<file path="src/hdl/ahrfd_pkg.sv">
// shared types, constants and helpers for the ascii hex reply frame decoder
`default_nettype none

package ahrfd_pkg;

   // default number of index positions in one frame; the store keeps the first 18
   localparam int FRAME_CHARS_DEF = 32;

   // slots that the decode reads: ten header digits and up to eight value digits
   localparam int DECODE_CHARS = 18;
   localparam int DECODE_BYTES = DECODE_CHARS / 2;

   // width and ceiling of the reported character count
   localparam int COUNT_W   = 5;
   localparam int COUNT_MAX = 2 ** COUNT_W - 1;

   // framing characters
   localparam logic [7:0] CH_START = 8'h3A;
   localparam logic [7:0] CH_END   = 8'h0D;

   // process / parameter pairs that select a kind
   localparam logic [7:0] PROC_MODE_MEAS = 8'h01;
   localparam logic [7:0] PROC_FLOW_TEMP = 8'h21;
   localparam logic [7:0] PROC_DENSITY   = 8'h74;
   localparam logic [7:0] PROC_VALVE     = 8'h72;
   localparam logic [7:0] PROC_SERIAL    = 8'h71;
   localparam logic [7:0] PAR_MODE       = 8'h04;
   localparam logic [7:0] PAR_MEAS       = 8'h21;
   localparam logic [7:0] PAR_FLOW       = 8'h40;
   localparam logic [7:0] PAR_TEMP       = 8'h47;
   localparam logic [7:0] PAR_DENSITY    = 8'h4F;
   localparam logic [7:0] PAR_VALVE      = 8'h41;
   localparam logic [7:0] PAR_SERIAL     = 8'h63;

   // kind codes
   localparam logic [2:0] KIND_OTHER   = 3'd0;
   localparam logic [2:0] KIND_MODE    = 3'd1;
   localparam logic [2:0] KIND_MEAS    = 3'd2;
   localparam logic [2:0] KIND_FLOW    = 3'd3;
   localparam logic [2:0] KIND_TEMP    = 3'd4;
   localparam logic [2:0] KIND_DENSITY = 3'd5;
   localparam logic [2:0] KIND_VALVE   = 3'd6;
   localparam logic [2:0] KIND_SERIAL  = 3'd7;

   // the decoded slots of one frame, slot 0 in the lowest byte
   typedef logic [DECODE_CHARS-1:0][7:0] chars_type;

   // one decoded reply
   typedef struct packed {
      logic [7:0]         msg_length;
      logic [7:0]         node_addr;
      logic [7:0]         command_code;
      logic [7:0]         process_num;
      logic [7:0]         param_code;
      logic [2:0]         kind;
      logic [31:0]        value_bits;
      logic               write_ack;
      logic               hex_error;
      logic [COUNT_W-1:0] char_count;
   } result_type;

   // hex character to nibble, top bit flags a non-hex character
   function automatic logic [4:0] hex_nibble(input logic [7:0] c);
      logic [4:0] r;
      if (c >= 8'h30 && c <= 8'h39) begin
         r = {1'b0, c[3:0]};
      end else if ((c >= 8'h41 && c <= 8'h46) || (c >= 8'h61 && c <= 8'h66)) begin
         r = {1'b0, 4'(c[3:0] + 4'd9)};
      end else begin
         r = 5'b10000;
      end
      return r;
   endfunction

endpackage

`default_nettype wire

</file>
<file path="src/hdl/ahrfd_decode.sv">
// combinational decode of the stored frame characters into one reply
`default_nettype none

module ahrfd_decode (
   input  wire ahrfd_pkg::chars_type                 chars,
   input  wire logic [ahrfd_pkg::COUNT_W-1:0]        count,
   output ahrfd_pkg::result_type                     result
);

   logic [ahrfd_pkg::DECODE_CHARS-1:0][3:0] nib;
   logic [ahrfd_pkg::DECODE_CHARS-1:0]      bad;
   logic [ahrfd_pkg::DECODE_BYTES-1:0][7:0] byte_val;
   logic                                    hdr_bad;
   logic [7:0]                              proc;
   logic [7:0]                              par;

   // every digit converted in parallel
   for (genvar i = 0; i < ahrfd_pkg::DECODE_CHARS; i++) begin : g_digit
      assign {bad[i], nib[i]} = ahrfd_pkg::hex_nibble(chars[i]);
   end

   // digit pairs, high nibble first
   for (genvar b = 0; b < ahrfd_pkg::DECODE_BYTES; b++) begin : g_byte
      assign byte_val[b] = {nib[2*b], nib[2*b+1]};
   end

   assign hdr_bad = |bad[9:0];
   assign proc    = byte_val[3];
   assign par     = byte_val[4];

   // kind select and big-endian value assembly
   always_comb begin
      result              = '0;
      result.msg_length   = byte_val[0];
      result.node_addr    = byte_val[1];
      result.command_code = byte_val[2];
      result.process_num  = proc;
      result.param_code   = par;
      result.write_ack    = (byte_val[2] == 8'h00) && (proc == 8'h00);
      result.char_count   = count;
      result.hex_error    = hdr_bad;
      if (proc == ahrfd_pkg::PROC_MODE_MEAS && par == ahrfd_pkg::PAR_MODE) begin
         result.kind       = ahrfd_pkg::KIND_MODE;
         result.value_bits = {24'h0, byte_val[5]};
         result.hex_error  = hdr_bad | (|bad[11:10]);
      end else if (proc == ahrfd_pkg::PROC_MODE_MEAS && par == ahrfd_pkg::PAR_MEAS) begin
         result.kind       = ahrfd_pkg::KIND_MEAS;
         result.value_bits = {16'h0, byte_val[5], byte_val[6]};
         result.hex_error  = hdr_bad | (|bad[13:10]);
      end else if ((proc == ahrfd_pkg::PROC_FLOW_TEMP && par == ahrfd_pkg::PAR_FLOW)
                || (proc == ahrfd_pkg::PROC_FLOW_TEMP && par == ahrfd_pkg::PAR_TEMP)
                || (proc == ahrfd_pkg::PROC_DENSITY && par == ahrfd_pkg::PAR_DENSITY)
                || (proc == ahrfd_pkg::PROC_VALVE && par == ahrfd_pkg::PAR_VALVE)) begin
         if (proc == ahrfd_pkg::PROC_DENSITY) begin
            result.kind = ahrfd_pkg::KIND_DENSITY;
         end else if (proc == ahrfd_pkg::PROC_VALVE) begin
            result.kind = ahrfd_pkg::KIND_VALVE;
         end else if (par == ahrfd_pkg::PAR_FLOW) begin
            result.kind = ahrfd_pkg::KIND_FLOW;
         end else begin
            result.kind = ahrfd_pkg::KIND_TEMP;
         end
         result.value_bits = {byte_val[5], byte_val[6], byte_val[7], byte_val[8]};
         result.hex_error  = hdr_bad | (|bad[17:10]);
      end else if (proc == ahrfd_pkg::PROC_SERIAL && par == ahrfd_pkg::PAR_SERIAL) begin
         result.kind = ahrfd_pkg::KIND_SERIAL;
      end else begin
         result.kind = ahrfd_pkg::KIND_OTHER;
      end
   end

endmodule

`default_nettype wire

</file>
<file path="src/hdl/ascii_hex_reply_frame_decoder_unit.sv">
// Received serial characters arrive one per transaction on the req_ channel.
// A ':' outside a frame opens a frame; inside a frame each character other
// than carriage return advances the index (saturating at the last slot) and,
// while the index is below 18, goes into the character store; a carriage
// return closes the frame and gives one decoded reply on the rsp_ channel.
// Other characters give no reply. The decode is one pass of logic from the
// store to the result register, or to the skid register under a stalled reply.
// Throughput: one character per cycle, every cycle, while replies drain.
// The result register is backed by one skid register, so the block keeps
// taking characters while a reply waits under rsp_stall; req_stall rises
// only when both hold replies, and drops once the receiver takes one.
// Reset (synchronous, active high) leaves the block outside a frame with an
// empty output and a zeroed store; slots that a short frame does not write
// keep the characters of earlier frames.
`default_nettype none

module ascii_hex_reply_frame_decoder_unit #(
   parameter int FRAME_CHARS = ahrfd_pkg::FRAME_CHARS_DEF
) (
   input  wire logic        clock,
   input  wire logic        reset,
   input  wire logic        req_valid,
   output logic             req_stall,
   input  wire logic [7:0]  req_rx_byte,
   output logic             rsp_valid,
   input  wire logic        rsp_stall,
   output logic [7:0]       rsp_msg_length,
   output logic [7:0]       rsp_node_addr,
   output logic [7:0]       rsp_command_code,
   output logic [7:0]       rsp_process_num,
   output logic [7:0]       rsp_param_code,
   output logic [2:0]       rsp_kind,
   output logic [31:0]      rsp_value_bits,
   output logic             rsp_write_ack,
   output logic             rsp_hex_error,
   output logic [4:0]       rsp_char_count
);

   localparam int IDX_W = $clog2(FRAME_CHARS);
   localparam logic [IDX_W-1:0] LAST_SLOT = IDX_W'(FRAME_CHARS - 1);
   localparam logic [IDX_W-1:0] COUNT_TOP = IDX_W'(ahrfd_pkg::COUNT_MAX);

   logic                  in_frame_ff, in_frame_in;
   logic [IDX_W-1:0]      index_ff, index_in;
   ahrfd_pkg::chars_type  store_ff, store_in;
   ahrfd_pkg::result_type out_ff, out_in, skid_ff, skid_in, decoded;
   logic                  out_valid_ff, out_valid_in, skid_valid_ff, skid_valid_in;
   logic                  accept, close_frame, out_take;
   logic [ahrfd_pkg::COUNT_W-1:0] count;

   assign req_stall   = skid_valid_ff;
   assign accept      = req_valid && !req_stall;
   assign close_frame = accept && in_frame_ff && (req_rx_byte == ahrfd_pkg::CH_END);
   assign out_take    = out_valid_ff && !rsp_stall;

   // stored count, saturated to the reported width
   assign count = (index_ff > COUNT_TOP) ? ahrfd_pkg::COUNT_W'(ahrfd_pkg::COUNT_MAX)
                                         : index_ff[ahrfd_pkg::COUNT_W-1:0];

   // framing and character store
   always_comb begin
      in_frame_in = in_frame_ff;
      index_in    = index_ff;
      store_in    = store_ff;
      if (accept) begin
         if (!in_frame_ff) begin
            if (req_rx_byte == ahrfd_pkg::CH_START) begin
               in_frame_in = 1'b1;
            end
         end else if (req_rx_byte == ahrfd_pkg::CH_END) begin
            in_frame_in = 1'b0;
            index_in    = '0;
         end else begin
            for (int i = 0; i < ahrfd_pkg::DECODE_CHARS; i++) begin
               if (index_ff == IDX_W'(i)) begin
                  store_in[i] = req_rx_byte;
               end
            end
            if (index_ff != LAST_SLOT) begin
               index_in = index_ff + 1'b1;
            end
         end
      end
   end

   ahrfd_decode u_decode (
      .chars  (store_ff),
      .count  (count),
      .result (decoded)
   );

   // result register with one skid entry behind it
   always_comb begin
      out_in        = out_ff;
      out_valid_in  = out_valid_ff;
      skid_in       = skid_ff;
      skid_valid_in = skid_valid_ff;
      if (skid_valid_ff) begin
         if (out_take) begin
            out_in        = skid_ff;
            skid_valid_in = 1'b0;
         end
      end else if (close_frame) begin
         if (!out_valid_ff || out_take) begin
            out_in       = decoded;
            out_valid_in = 1'b1;
         end else begin
            skid_in       = decoded;
            skid_valid_in = 1'b1;
         end
      end else if (out_take) begin
         out_valid_in = 1'b0;
      end
   end

   always_ff @(posedge clock) begin
      if (reset) begin
         in_frame_ff   <= 1'b0;
         index_ff      <= '0;
         store_ff      <= '0;
         out_valid_ff  <= 1'b0;
         skid_valid_ff <= 1'b0;
      end else begin
         in_frame_ff   <= in_frame_in;
         index_ff      <= index_in;
         store_ff      <= store_in;
         out_valid_ff  <= out_valid_in;
         skid_valid_ff <= skid_valid_in;
      end
   end

   // payload registers
   always_ff @(posedge clock) begin
      out_ff  <= out_in;
      skid_ff <= skid_in;
   end

   assign rsp_valid        = out_valid_ff;
   assign rsp_msg_length   = out_ff.msg_length;
   assign rsp_node_addr    = out_ff.node_addr;
   assign rsp_command_code = out_ff.command_code;
   assign rsp_process_num  = out_ff.process_num;
   assign rsp_param_code   = out_ff.param_code;
   assign rsp_kind         = out_ff.kind;
   assign rsp_value_bits   = out_ff.value_bits;
   assign rsp_write_ack    = out_ff.write_ack;
   assign rsp_hex_error    = out_ff.hex_error;
   assign rsp_char_count   = out_ff.char_count;

endmodule

`default_nettype wire

</file>
<file path="config.mk">
export PLATFORM = sky130hd
export DESIGN_NAME = ascii_hex_reply_frame_decoder_unit
export DESIGN_NICKNAME = d
export VERILOG_FILES = /design/src/hdl/ahrfd_pkg.sv /design/src/hdl/ahrfd_decode.sv /design/src/hdl/ascii_hex_reply_frame_decoder_unit.sv
export SDC_FILE = /design/constraint.sdc
export NUM_CORES = 1
export LEC_CHECK = 0
export ABC_CLOCK_PERIOD_IN_PS = 14400
export BUFFER_PORTS_ARGS = -buffer_cell sky130_fd_sc_hd__buf_4
export CORE_ASPECT_RATIO = 2
export CORE_MARGIN = 10
export CORE_UTILIZATION = 50
export CTS_CLUSTER_DIAMETER = 120
export CTS_CLUSTER_SIZE = 20
export DETAILED_ROUTE_END_ITERATION = 8
export GPL_ROUTABILITY_DRIVEN = 0
export PLACE_DENSITY = 0.72
export SYNTH_ARGS = -nofsm -noshare
export SYNTH_HDL_FRONTEND = slang
export SYNTH_SLANG_ARGS = --single-unit
</file>
<file path="constraint.sdc">
create_clock -name clock -period 14.4 [get_ports clock]
set_input_delay 2.88 -clock clock [delete_from_list [all_inputs] [get_ports clock]]
set_output_delay 2.88 -clock clock [all_outputs]
set_load 0.01 [all_outputs]
</file>
* Yosys cells after proc, flatten, opt, wreduce, memory -nomap -nowiden
Index checks and enable logic that the tools add are counted.
Widths: inputs -> output; s select.
** Cells by class
- Multiplexer cells :: 64
- Magnitude comparators :: 109
- Equality and inequality tests :: 34
- Bitwise logic cells :: 6
- Reductions and logical operators :: 124
- Add/subtract/negate cells :: 19
** Operator list (count)
- $mux 82 :: 4
- $ge 8x7->1 const B :: 36
- $le 8x7->1 const B :: 36
- $mux 5 :: 39
- $ge 8x6->1 const B :: 18
- $le 8x6->1 const B :: 18
- $add 4x4->4 const B :: 18
- $reduce_and 4->1 :: 18
- $mux 35 :: 2
- $logic_and 1x1->1 :: 66
- $eq 8x7->1 const B :: 8
- $eq 5x4->1 const B :: 8
- $mux 32 :: 1
- $eq 8x6->1 const B :: 3
- $logic_or 1x1->1 :: 22
- $eq 5x3->1 const B :: 4
- $logic_not 8->1 :: 2
- $mux 3 :: 5
- $mux 1 :: 13
- $reduce_and 3->1 :: 4
- $eq 5x2->1 const B :: 2
- $eq 5x5->1 const B :: 2
- $reduce_or 10->1 :: 1
- $eq 8x1->1 const B :: 1
- 15 further kinds :: 25
** Word-level totals
- Logic and storage cells :: 398
- Input port bits :: 12
- Output and inout port bits :: 84
- Flip-flop bits (word level) :: 316

* Longest topological paths before layout
Gate-level depths: netlist (run 1).
- Depth after elaboration :: 16
- Mapped depth :: 13
- Depth with buffers taken out :: 12

* By module
Synthesis (run 1) repeated with hierarchy kept, for this count alone.
** Second synthesis, totals
- Cells, all modules :: 1387
- Area total of the unflattened synthesis :: 16002.8 um^2
** Modules (own cells, without submodules)
- ascii_hex_reply_frame_decoder_unit :: times used 1, cells an instance 844, area each 12393.1 um^2
- ahrfd_decode :: times used 1, cells an instance 543, area each 3609.7 um^2

* Worst setup path before layout (run 1)
No wires, ideal clock.
- Path kind :: input -> register
- Start :: input port req_rx_byte[3]
- End :: register out_ff (netlist bit rsp_char_count[0]), enable pin
- Library setup time :: 550 ps
- Slack :: 5990 ps
- Buffers on the path :: 1
- Required time :: 13850 ps
- Stages :: 6
- Data arrival time :: 7861 ps
- Cells stage by stage :: clkbuf_1 nor3b_1 nand4_1 nor2_1 a21oi_1 a21oi_1
** On the way
- Word-level cells in the longest chain between the ends :: 4
** Ends and longest elaborated chain
- start: declaration :: line ascii_hex_reply_frame_decoder_unit.sv:24 : input wire logic [7:0] req_rx_byte,
- $eq 8x4->1 :: line ascii_hex_reply_frame_decoder_unit.sv:53 : assign close_frame = accept && in_frame_ff && (req_rx_byte == ahrfd_pkg::CH_END);
- $logic_and 1x1->1 :: line ascii_hex_reply_frame_decoder_unit.sv:53
- $reduce_bool 2->1 (no source line)
- $reduce_and 3->1 (no source line)
- end signal: assignment :: line ascii_hex_reply_frame_decoder_unit.sv:134 : out_ff <= out_in;
- end: declaration :: line ascii_hex_reply_frame_decoder_unit.sv:46 : ahrfd_pkg::result_type out_ff, out_in, skid_ff, skid_in, decoded;
No other way between the ends.
A chain may end at the register's enable or synchronous reset.

* Worst setup path in the final report (run 1)
- Start :: input port req_rx_byte[3]
- End :: register out_ff (netlist bit rsp_value_bits[3]), enable pin
Same word-level chain as after synthesis.

==> qor.txt, run 1 <==
unrepaired setup endpoints after global routing -> false
FF+latch count, synth -> 316
Tcrit/Tclk final -> 37.6%
I/O Pins -> 96
starting density of the core -> 50.4%
Hold Path End -> store_ff[5]$_SDFFE_PP0P_
CTS Root Buffer Type -> clkbuf_16
Leak Pwr -> 6.88 nW
Sinks on Clock Net -> 316
Synth Flop Type -> edfxtp_1
Reg clk slew, reported paths -> 0.08 ns
vias in the first global route -> 12700
FF-to-FF Start -> store_ff[72]$_SDFFE_PP0P_
via count -> 13000
worst hold start -> store_ff[5]$_SDFFE_PP0P_
Fin Setup TNS -> 0 ns
Mapped Avg Cell Area -> 9.84 um^2
Final Non-Filler Cells -> 2134
pin slew with the least headroom to its limit -> 1.13 ns
area delta synth->final -> 10.3%
critical path's largest stage delay -> 0.74 ns
multi-input logic area -> 7610 um^2
TritonCTS buffer count -> 19
Tmin final -> 5.41 ns
EDFF count, synth -> 164
Worst Reg-to-Reg Cells -> 12
Pre-antenna DRT Iters -> 5
Remaining DRCs -> 0
sequential cell area -> 7970 um^2
Post-DRT Antenna Nets -> 0
CTS resizes -> 0
Hold Slack -> 0.468 ns
final worst slack -> 8.99 ns
dpl cell area -> 17300 um^2
diode count -> 0
share of cells above drive strength 1 -> 12.7%
CTS tree -> built
peak supply drop -> 0.0686 mV
Fmax achieved -> 185 MHz
Routed WL per cell -> 21.2 um
Port Buf Inserts -> 95
area of the die -> 40400 um^2
Setup WS pre-CTS -> 8.42 ns
H-tree levels -> 1
register area share after synthesis -> 49.2%
Netlist Area Pre-Place -> 16200 um^2
hold buffers post-CTS -> 0
most common cell after layout, fill and taps aside -> nand2_1
leading cell types in the layout, fill and taps excluded -> nand2_1, nor2_1, edfxtp_1, dfxtp_1, buf_4
YS warnings -> 0
crit end category -> flop
crit path DAT -> 5.57 ns
setup bufs post-CTS -> 0
# fillers -> 2900
DRT Wirelength -> 45300 um
pin count of the biggest net entering global routing -> 113
PwrDens -> 85.0 nW/um^2
reg2reg end -> rsp_value_bits[29]$_DFFE_PP_
routed vias/inst -> 6.08
crit path max fanout -> 65
DIE WIDTH -> 147 um
post-synth top area cell -> edfxtp_1
Max clock buf depth -> 3
Cells on Worst Hold Path -> 2
critical path class -> primary input to flop
Critical Path RT -> 14.56 ns
status -> finished, final reports clean
skew final -> 0.0135 ns
total gr overflow -> 0
Tot GR Track Use -> 21.5%
worst hold path class -> flop to flop
cells taking the most area after synthesis -> edfxtp_1, dfxtp_1, ha_1
Die Y -> 275 um
Design Area, Final -> 17900 um^2
placed cells -> 2098
CP cell instances -> buf_4 -> nor3b_1 -> nand4_1 -> nor2_1 -> a21oi_1 -> a21oi_4 -> buf_4
Syn Inst Count -> 1645
final setup vio count -> 0
DRT iter0 DRCs -> 964
MaxCap Viol Count -> 0
Unique masters post-synth -> 83
Slew Viols, Final -> 0
R2R setup slack -> 9.73 ns
most used cell, CP -> buf_4
final net count -> 1783
post-synth top area share -> 30.4%
num rows -> 93
Critical Path Slowest Stage Cell -> buf_4
relative slew slack -> 22.4%
core area -> 32100 um^2
first-pass GRT wire length -> 69400 um
Setup crit start kind -> primary input
final hold violations -> 0
Post-DP HPWL -> 32100 um
Synth Net Count -> 1733
Post-synth ARST share -> 0%
antenna violations before repair -> 2
worst skew pair latency -> 0.54 ns
critical path: cells and delay by family:
family,cells,cell delay (ns)
buffers and inverters,2,1.00
and+or+nand+nor,3,0.90
AOI/OAI and AO/OA,2,0.64
through the flow:
| step | power (mW) | utilization [%] |
|---|---|---|
| after floorplan | 0.969 | - |
| after global placement | 0.978 | 53.8 |
| after detailed placement | 0.978 | 53.8 |
| after CTS | 1.53 | 55.5 |
| after global routing | 1.56 | 55.6 |
| final | 1.52 | 55.6 |
synth_stat cells, types with 8 or more instances:
master       n
nand2_1    195
nor2_1     166
edfxtp_1   164
dfxtp_1    152
a21oi_1    104
nand3_1     95
mux2i_1     78
ha_1        76
clkbuf_1    70
inv_1       70
o21ai_0     49
mux2_2      43
o31ai_1     28
a31oi_1     22
nor3_1      19
nor4b_1     18
o21bai_1    17
a2111oi_0   14
o2111ai_1   14
buf_1       13
nor2b_1     13
nand2b_1    12
o22ai_1     12
nand4_1     11
and3_1      10
a22oi_1      9
nor4_1       9
and2_1       8
nor3b_1      8
or3_1        8
or4b_2       8
flip-flops by register name, indices dropped and copies added (netlist names):
register	cells
in_frame_ff	1
index_ff	5
req_stall	1
rsp_char_count	5
rsp_command_code	8
rsp_hex_error	1
rsp_kind	3
rsp_msg_length	8
rsp_node_addr	8
rsp_param_code	8
rsp_process_num	8
rsp_valid	1
rsp_value_bits	32
rsp_write_ack	1
skid_ff	82
store_ff	144
area by class of cell:
cell class	count	area share, %
tap	427	2.99
timing repair buffer	119	5.09
clock inverter	1	0.0491
clock buffer	32	3.06
multi-input combinational	1167	42.6
inverter	72	1.54
sequential	316	44.6
where the power goes:
group / total [mW] / switching (mW) / internal, mW
sequential: 0.936 / 0.0000318 / 0.936
combinational: 0.0216 / 0.0181 / 0.00349
clock: 0.560 / 0.298 / 0.262
logic make-up after synthesis:
family / count (synthesis) / synth area share, %
AOI/OAI and AO/OA: 348 / 14.3
xor gates and xnor gates: 6 / 0.325
adders and majority gates: 76 / 5.87
buffers and inverters: 162 / 3.88
DFF: 316 / 49.2
muxes: 121 / 7.81
and+or+nand+nor: 616 / 18.6
worst max-delay path by stage:
| stage | slack, ns | start | endpoint | cells past startpoint |
|---|---|---|---|---|
| after floorplan | 5.99 | req_rx_byte[3] | rsp_char_count[0]$_DFFE_PP_ | 6 |
| after global placement | 8.51 | req_rx_byte[3] | rsp_node_addr[2]$_DFFE_PP_ | 7 |
| after detailed placement | 8.42 | req_rx_byte[3] | rsp_value_bits[11]$_DFFE_PP_ | 7 |
| after CTS | 9.01 | req_rx_byte[3] | rsp_value_bits[15]$_DFFE_PP_ | 7 |
| after global routing | 8.80 | req_rx_byte[3] | rsp_node_addr[2]$_DFFE_PP_ | 7 |
| final | 8.99 | req_rx_byte[3] | rsp_value_bits[3]$_DFFE_PP_ | 7 |
metal layers:
metal,global-route usage [%],wire (um),vias up
li1,-,-,6096
met1,21.1,15300,6309
met2,40.3,24100,426
met3,2.66,2140,149
met4,15.7,3630,4
met5,0,25,-
Power figures use the tool's default switching activity.
==> run 2, diff against run 1 <==
--- a/config.mk
+++ b/config.mk
@@ -5,7 +5,8 @@
 export SDC_FILE = /design/constraint.sdc
 export NUM_CORES = 1
 export LEC_CHECK = 0
-export ABC_CLOCK_PERIOD_IN_PS = 14400
+export ABC_AREA = 1
+export ABC_CLOCK_PERIOD_IN_PS = 5400
 export BUFFER_PORTS_ARGS = -buffer_cell sky130_fd_sc_hd__buf_4
 export CORE_ASPECT_RATIO = 2
 export CORE_MARGIN = 10
==> constraint.sdc (replaced) <==
create_clock -name clock -period 5.4 [get_ports clock]
set_input_delay 1.08 -clock clock [delete_from_list [all_inputs] [get_ports clock]]
set_output_delay 1.08 -clock clock [all_outputs]
set_load 0.01 [all_outputs]
==> run 2 against run 1 <==
Sequential share of layout area rose by 0.58 points. Core utilization grew 0.085 points. Synthesized cell count rose by 17%. Routed wire length shrank 12%. Die area shrank 0.74%. Non-clock buffer count decreased by 18. Critical path type is now flop to flop. Largest cell class unchanged.
==> qor.txt, run 2 <==
CTS tree -> built
Post-DP HPWL -> 29500 um
Reg clk slew, reported paths -> 0.08 ns
Post-Synth Simple-Gate Area -> 21.9%
Unique masters post-synth -> 52
MaxCap Viol Count -> 0
crit path max fanout -> 27
post-synthesis compound-gate area fraction -> 14.7%
leading cell types in the layout, fill and taps excluded -> nand2_1, o21ai_0, inv_1, a21oi_1, edfxtp_1
peak supply drop -> 0.163 mV
max FFs per register -> 144
CTS resizes -> 0
Routed WL per cell -> 16.6 um
share of cells above drive strength 1 -> 11.0%
DRT Wirelength -> 40000 um
relative slew slack -> 38.2%
I/O Pins -> 96
Top reg by flops -> store_ff
Post-DRT Antenna Nets -> 0
antenna violations before repair -> 0
Slew Viols, Final -> 0
count leader, synth -> nand2_1
CP Launch Point -> store_ff[57]$_SDFFE_PP0P_
FF+latch count, synth -> 316
XOR/XNOR Fraction of Synth Area -> 0.709%
DRT iter0 DRCs -> 964
hold buffers post-CTS -> 0
EDFF count, synth -> 164
Critical Path RT -> 5.79 ns
Tcrit/Tclk final -> 62.1%
total gr overflow -> 0
Leak Pwr -> 6.91 nW
register area share after synthesis -> 49.6%
Sinks on Clock Net -> 316
Tot GR Track Use -> 19.5%
vias in the first global route -> 12800
Post-synth ARST share -> 0%
area of the die -> 40100 um^2
Tmin final -> 3.36 ns
unrepaired setup endpoints after global routing -> false
status -> finished, final reports clean
YS warnings -> 0
num rows -> 92
worst hold path class -> flop to flop
mux cell area share after synthesis -> 0%
adder-cell share of the synthesized area -> 5.92%
worst skew pair latency -> 0.52 ns
setup bufs post-CTS -> 0
diode count -> 0
Hold Slack -> 0.471 ns
core area -> 31700 um^2
first-pass GRT wire length -> 64600 um
Pre-antenna DRT Iters -> 6
Remaining DRCs -> 0
Netlist Area Pre-Place -> 16100 um^2
Setup crit start kind -> flop
Max clock buf depth -> 3
main combinational cell family by area after synthesis -> simple AND/OR/NAND/NOR gates
via count -> 13100
pin slew with the least headroom to its limit -> 0.927 ns
routed vias/inst -> 5.44
Syn Inst Count -> 1917
Synth Flop Type -> edfxtp_1
final hold violations -> 0
most common cell after layout, fill and taps aside -> nand2_1
CTS Root Buffer Type -> clkbuf_16
Mapped Avg Cell Area -> 8.38 um^2
final net count -> 2056
FF-to-FF Start -> store_ff[57]$_SDFFE_PP0P_
pin count of the biggest net entering global routing -> 84
critical path class -> flop to flop
Design Area, Final -> 17600 um^2
Synth Net Count -> 2005
H-tree levels -> 1
Die Y -> 273 um
final setup vio count -> 0
Fin Setup TNS -> 0 ns
DIE WIDTH -> 147 um
post-synth top area share -> 30.7%
commonest cells in the netlist -> nand2_1, o21ai_0, inv_1, a21oi_1, edfxtp_1
dpl cell area -> 17100 um^2
TritonCTS buffer count -> 19
area delta synth->final -> 9.77%
skew final -> 0.0105 ns
crit path DAT -> 3.74 ns
Port Buf Inserts -> 95
crit end category -> flop
worst hold start -> store_ff[5]$_SDFFE_PP0P_
PwrDens -> 230 nW/um^2
post-synth top area cell -> edfxtp_1
Fmax achieved -> 298 MHz
cells taking the most area after synthesis -> edfxtp_1, dfxtp_1, nand2_1
starting density of the core -> 50.7%
-- run 2: worst max-delay path, stage by stage, from the launching register on --
cell	delay, ns
dfxtp_1	0.55
inv_1	0.12
ha_1	0.21
o21ai_0	0.18
nand2_1	0.11
nand3_2	0.13
nand2_1	0.14
nand2_1	0.15
nand2_1	0.06
inv_1	0.06
nand2_2	0.10
nor2_4	0.37
nand2_4	0.28
inv_1	0.25
nand2_1	0.11
nand2_1	0.10
inv_1	0.05
nand3_1	0.07
o21ai_1	0.08
inv_1	0.08
-- run 2: final cells by class --
| class | count | area, um^2 |
|---|---|---|
| Clock buffer | 33 | 549 |
| Fill cell | 2920 | 14000 |
| Inverter | 222 | 837 |
| Multi-Input combinational cell | 1308 | 6960 |
| Sequential cell | 316 | 7970 |
| Tap cell | 423 | 529 |
| Timing Repair Buffer | 101 | 783 |
-- run 2: cell families (layout without fill, tap and decap cells) --
kind of cell,after synthesis,in the layout
AND/OR/NAND/NOR,775,775
AO/OA/AOI/OAI,444,444
flip-flops,316,316
buffers and inverters,293,356
adder cells (fa/ha/maj),76,76
XOR/XNOR,13,13
-- run 2: final timing paths --
| path | depth (start not counted) | slack, ns | end |
|---|---|---|---|
| max | 19 | 2.04 | rsp_value_bits[4]$_DFFE_PP_ |
| min reg2reg | 2 | 0.47 | store_ff[5]$_SDFFE_PP0P_ |
| min | 2 | 0.47 | store_ff[5]$_SDFFE_PP0P_ |
| max reg2reg | 19 | 2.04 | rsp_value_bits[4]$_DFFE_PP_ |
-- run 2: report_power, final --
part	switching, mW	total, mW	internal (mW)
Clock	0.764	1.46	0.696
Sequential	0.00344	2.50	2.50
Combinational	0.0685	0.0898	0.0213
Total	0.836	4.05	3.22
-- run 2: through the flow --
stage	power (mW)	cells	util, %	worst slack (ns)
final	4.05	2403	55.7	2.04
after global routing	4.19	2403	55.7	1.76
after CTS	4.10	2403	55.7	2.08
after detailed placement	2.65	2370	53.9	1.64
after global placement	2.65	2370	53.9	1.69
after floorplan	2.61	1917	-	0.452
-- run 2: routing by layer --
| metal | track usage [%] | vias to the layer above | wire, um |
|---|---|---|---|
| li1 | - | 6520 | - |
| met1 | 20.6 | 6114 | 15400 |
| met2 | 36.1 | 336 | 20900 |
| met3 | 2.68 | 111 | 1620 |
| met4 | 11.1 | 0 | 2130 |
| met5 | 0 | - | 0 |
==> run 3, diff against run 2 <==
--- a/config.mk
+++ b/config.mk
@@ -6,7 +6,7 @@
 export NUM_CORES = 1
 export LEC_CHECK = 0
 export ABC_AREA = 1
-export ABC_CLOCK_PERIOD_IN_PS = 5400
+export ABC_CLOCK_PERIOD_IN_PS = 3370
 export BUFFER_PORTS_ARGS = -buffer_cell sky130_fd_sc_hd__buf_4
 export CORE_ASPECT_RATIO = 2
 export CORE_MARGIN = 10
==> constraint.sdc (replaced) <==
create_clock -name clock -period 3.37 [get_ports clock]
set_input_delay 0.674 -clock clock [delete_from_list [all_inputs] [get_ports clock]]
set_output_delay 0.674 -clock clock [all_outputs]
set_load 0.01 [all_outputs]
==> run 3 against run 2 <==
Setup slack lost 1.7 ns. Sequential share of layout area shrank 0.55 points. Count of clock-buffer cells in the layout shrank 1. Fmax grew 9.8%. Routed wire length grew 1.6%. Via count is essentially flat. Highest routed layer unchanged.
==> qor.txt, run 3 (synthesis gave the netlist of run 2 again) <==
status -> finished, final reports clean
share of cells above drive strength 1 -> 12.2%
routed vias/inst -> 5.39
Net Sw Frac -> 21.2%
first-pass GRT wire length -> 65000 um
Top reg by flops -> store_ff
unrepaired setup endpoints after global routing -> false
DRT Wirelength -> 40600 um
Final Non-Filler Cells -> 2429
crit path DAT -> 3.30 ns
num rows -> 92
crit path max fanout -> 26
pin slew with the least headroom to its limit -> 0.939 ns
Tot GR Track Use -> 19.7%
PwrDens -> 368 nW/um^2
total gr overflow -> 0
total chip power -> 6.56 mW
worst hold path class -> flop to flop
final hold violations -> 0
Pre-antenna DRT Iters -> 7
Reg clk slew, reported paths -> 0.09 ns
Max clock buf depth -> 3
crit end category -> flop
Post-DP HPWL -> 29800 um
Routed WL per cell -> 16.7 um
core area -> 31700 um^2
critical path class -> flop to flop
Setup crit start kind -> flop
DIE WIDTH -> 147 um
Port Buf Inserts -> 95
pin count of the biggest net entering global routing -> 81
starting density of the core -> 50.7%
Slew Viols, Final -> 0
Flop pwr share -> 61.2%
Sinks on Clock Net -> 316
CTS Root Buffer Type -> clkbuf_16
I/O Pins -> 96
DRT iter0 DRCs -> 919
Leak Pwr -> 7.07 nW
Net Switching -> 1.39 mW
leading cell types in the layout, fill and taps excluded -> nand2_1, o21ai_0, inv_1, a21oi_1, edfxtp_1
Fmax achieved -> 327 MHz
Fin Setup TNS -> 0 ns
area delta synth->final -> 11.1%
hold buffers post-CTS -> 0
MaxCap Viol Count -> 0
relative slew slack -> 37.4%
Clk network pwr share -> 36.4%
R2R setup slack -> 0.31 ns
antenna violations before repair -> 0
worst skew pair latency -> 0.53 ns
vias in the first global route -> 13000
TritonCTS buffer count -> 19
Post-DRT Antenna Nets -> 0
Tcrit/Tclk final -> 90.7%
via count -> 13100
internal power -> 5.17 mW
final net count -> 2082
area of the die -> 40100 um^2
CTS resizes -> 0
Remaining DRCs -> 0
H-tree levels -> 1
CTS tree -> built
combinational power share -> 2.5%
Tmin final -> 3.06 ns
peak supply drop -> 0.311 mV
most common cell after layout, fill and taps aside -> nand2_1
final setup vio count -> 0
max FFs per register -> 144
placed cells -> 2396
setup bufs post-CTS -> 0
Hold Slack -> 0.464 ns
skew final -> 0.0255 ns
diode count -> 0
Die Y -> 273 um
Critical Path RT -> 3.61 ns
-- run 3: cell types whose count changed in the layout (fill, tap and decap cells not counted), sizes merged --
cell	delta
clkbuf	-1
inv	+1
buf	+26
-- run 3: power groups by stage --
stage	Combinational, mW	Clock (mW)	Sequential (mW)
final	0.162	2.39	4.01
after global routing	0.177	2.57	4.01
after detailed placement	0.160	0	4.10
after floorplan	0.0908	0	4.10
after global placement	0.157	0	4.10
after CTS	0.161	2.45	4.01
-- run 3: layout make-up --
type	instances	area (um^2)
clock buffer	32	546
clock inverter	1	8.76
fill	2859	13800
inverter	222	837
multi-input combinational	1308	6970
sequential	316	7970
tap	423	529
timing repair buffer	127	991
-- run 3: metrics by stage --
| stage | instance area [um^2] | worst slack (ns) | util (%) |
|---|---|---|---|
| after floorplan | 16100 | -0.0448 | - |
| after CTS | 17800 | 0.341 | 56.4 |
| after global placement | 17300 | 0.454 | 54.6 |
| after detailed placement | 17300 | 0.373 | 54.6 |
| final | 17800 | 0.312 | 56.4 |
| after global routing | 17800 | 0.0283 | 56.4 |
-- run 3: path summary, 6_finish.rpt --
check	startpoint	end	depth (start not counted)
max	store_ff[49]$_SDFFE_PP0P_	rsp_value_bits[9]$_DFFE_PP_	14
min reg2reg	store_ff[134]$_SDFFE_PP0P_	store_ff[134]$_SDFFE_PP0P_	2
min	store_ff[134]$_SDFFE_PP0P_	store_ff[134]$_SDFFE_PP0P_	2
max reg2reg	store_ff[49]$_SDFFE_PP0P_	rsp_value_bits[9]$_DFFE_PP_	14
-- run 3: per-layer routing --
layer | GRT usage (%) | vias up | wire [um]
met2 | 36.7 | 331 | 20800
met3 | 2.86 | 122 | 1790
met4 | 12.1 | 0 | 2370
met1 | 20.1 | 6062 | 15600
li1 | - | 6567 | -
met5 | 0 | - | 0
-- run 3: worst max-delay path, stage by stage (launching register included) --
cell and delay [ns]:
dfxtp_1 0.44, inv_1 0.09, ha_1 0.20, nor3b_1 0.24
nor2_2 0.10, nand3_1 0.12, nand2_2 0.09, nor2_2 0.17
nand3_1 0.16, nor2_4 0.32, nand2_4 0.24, clkinv_2 0.24
a21oi_1 0.15, nand3_1 0.13, a21oi_1 0.07
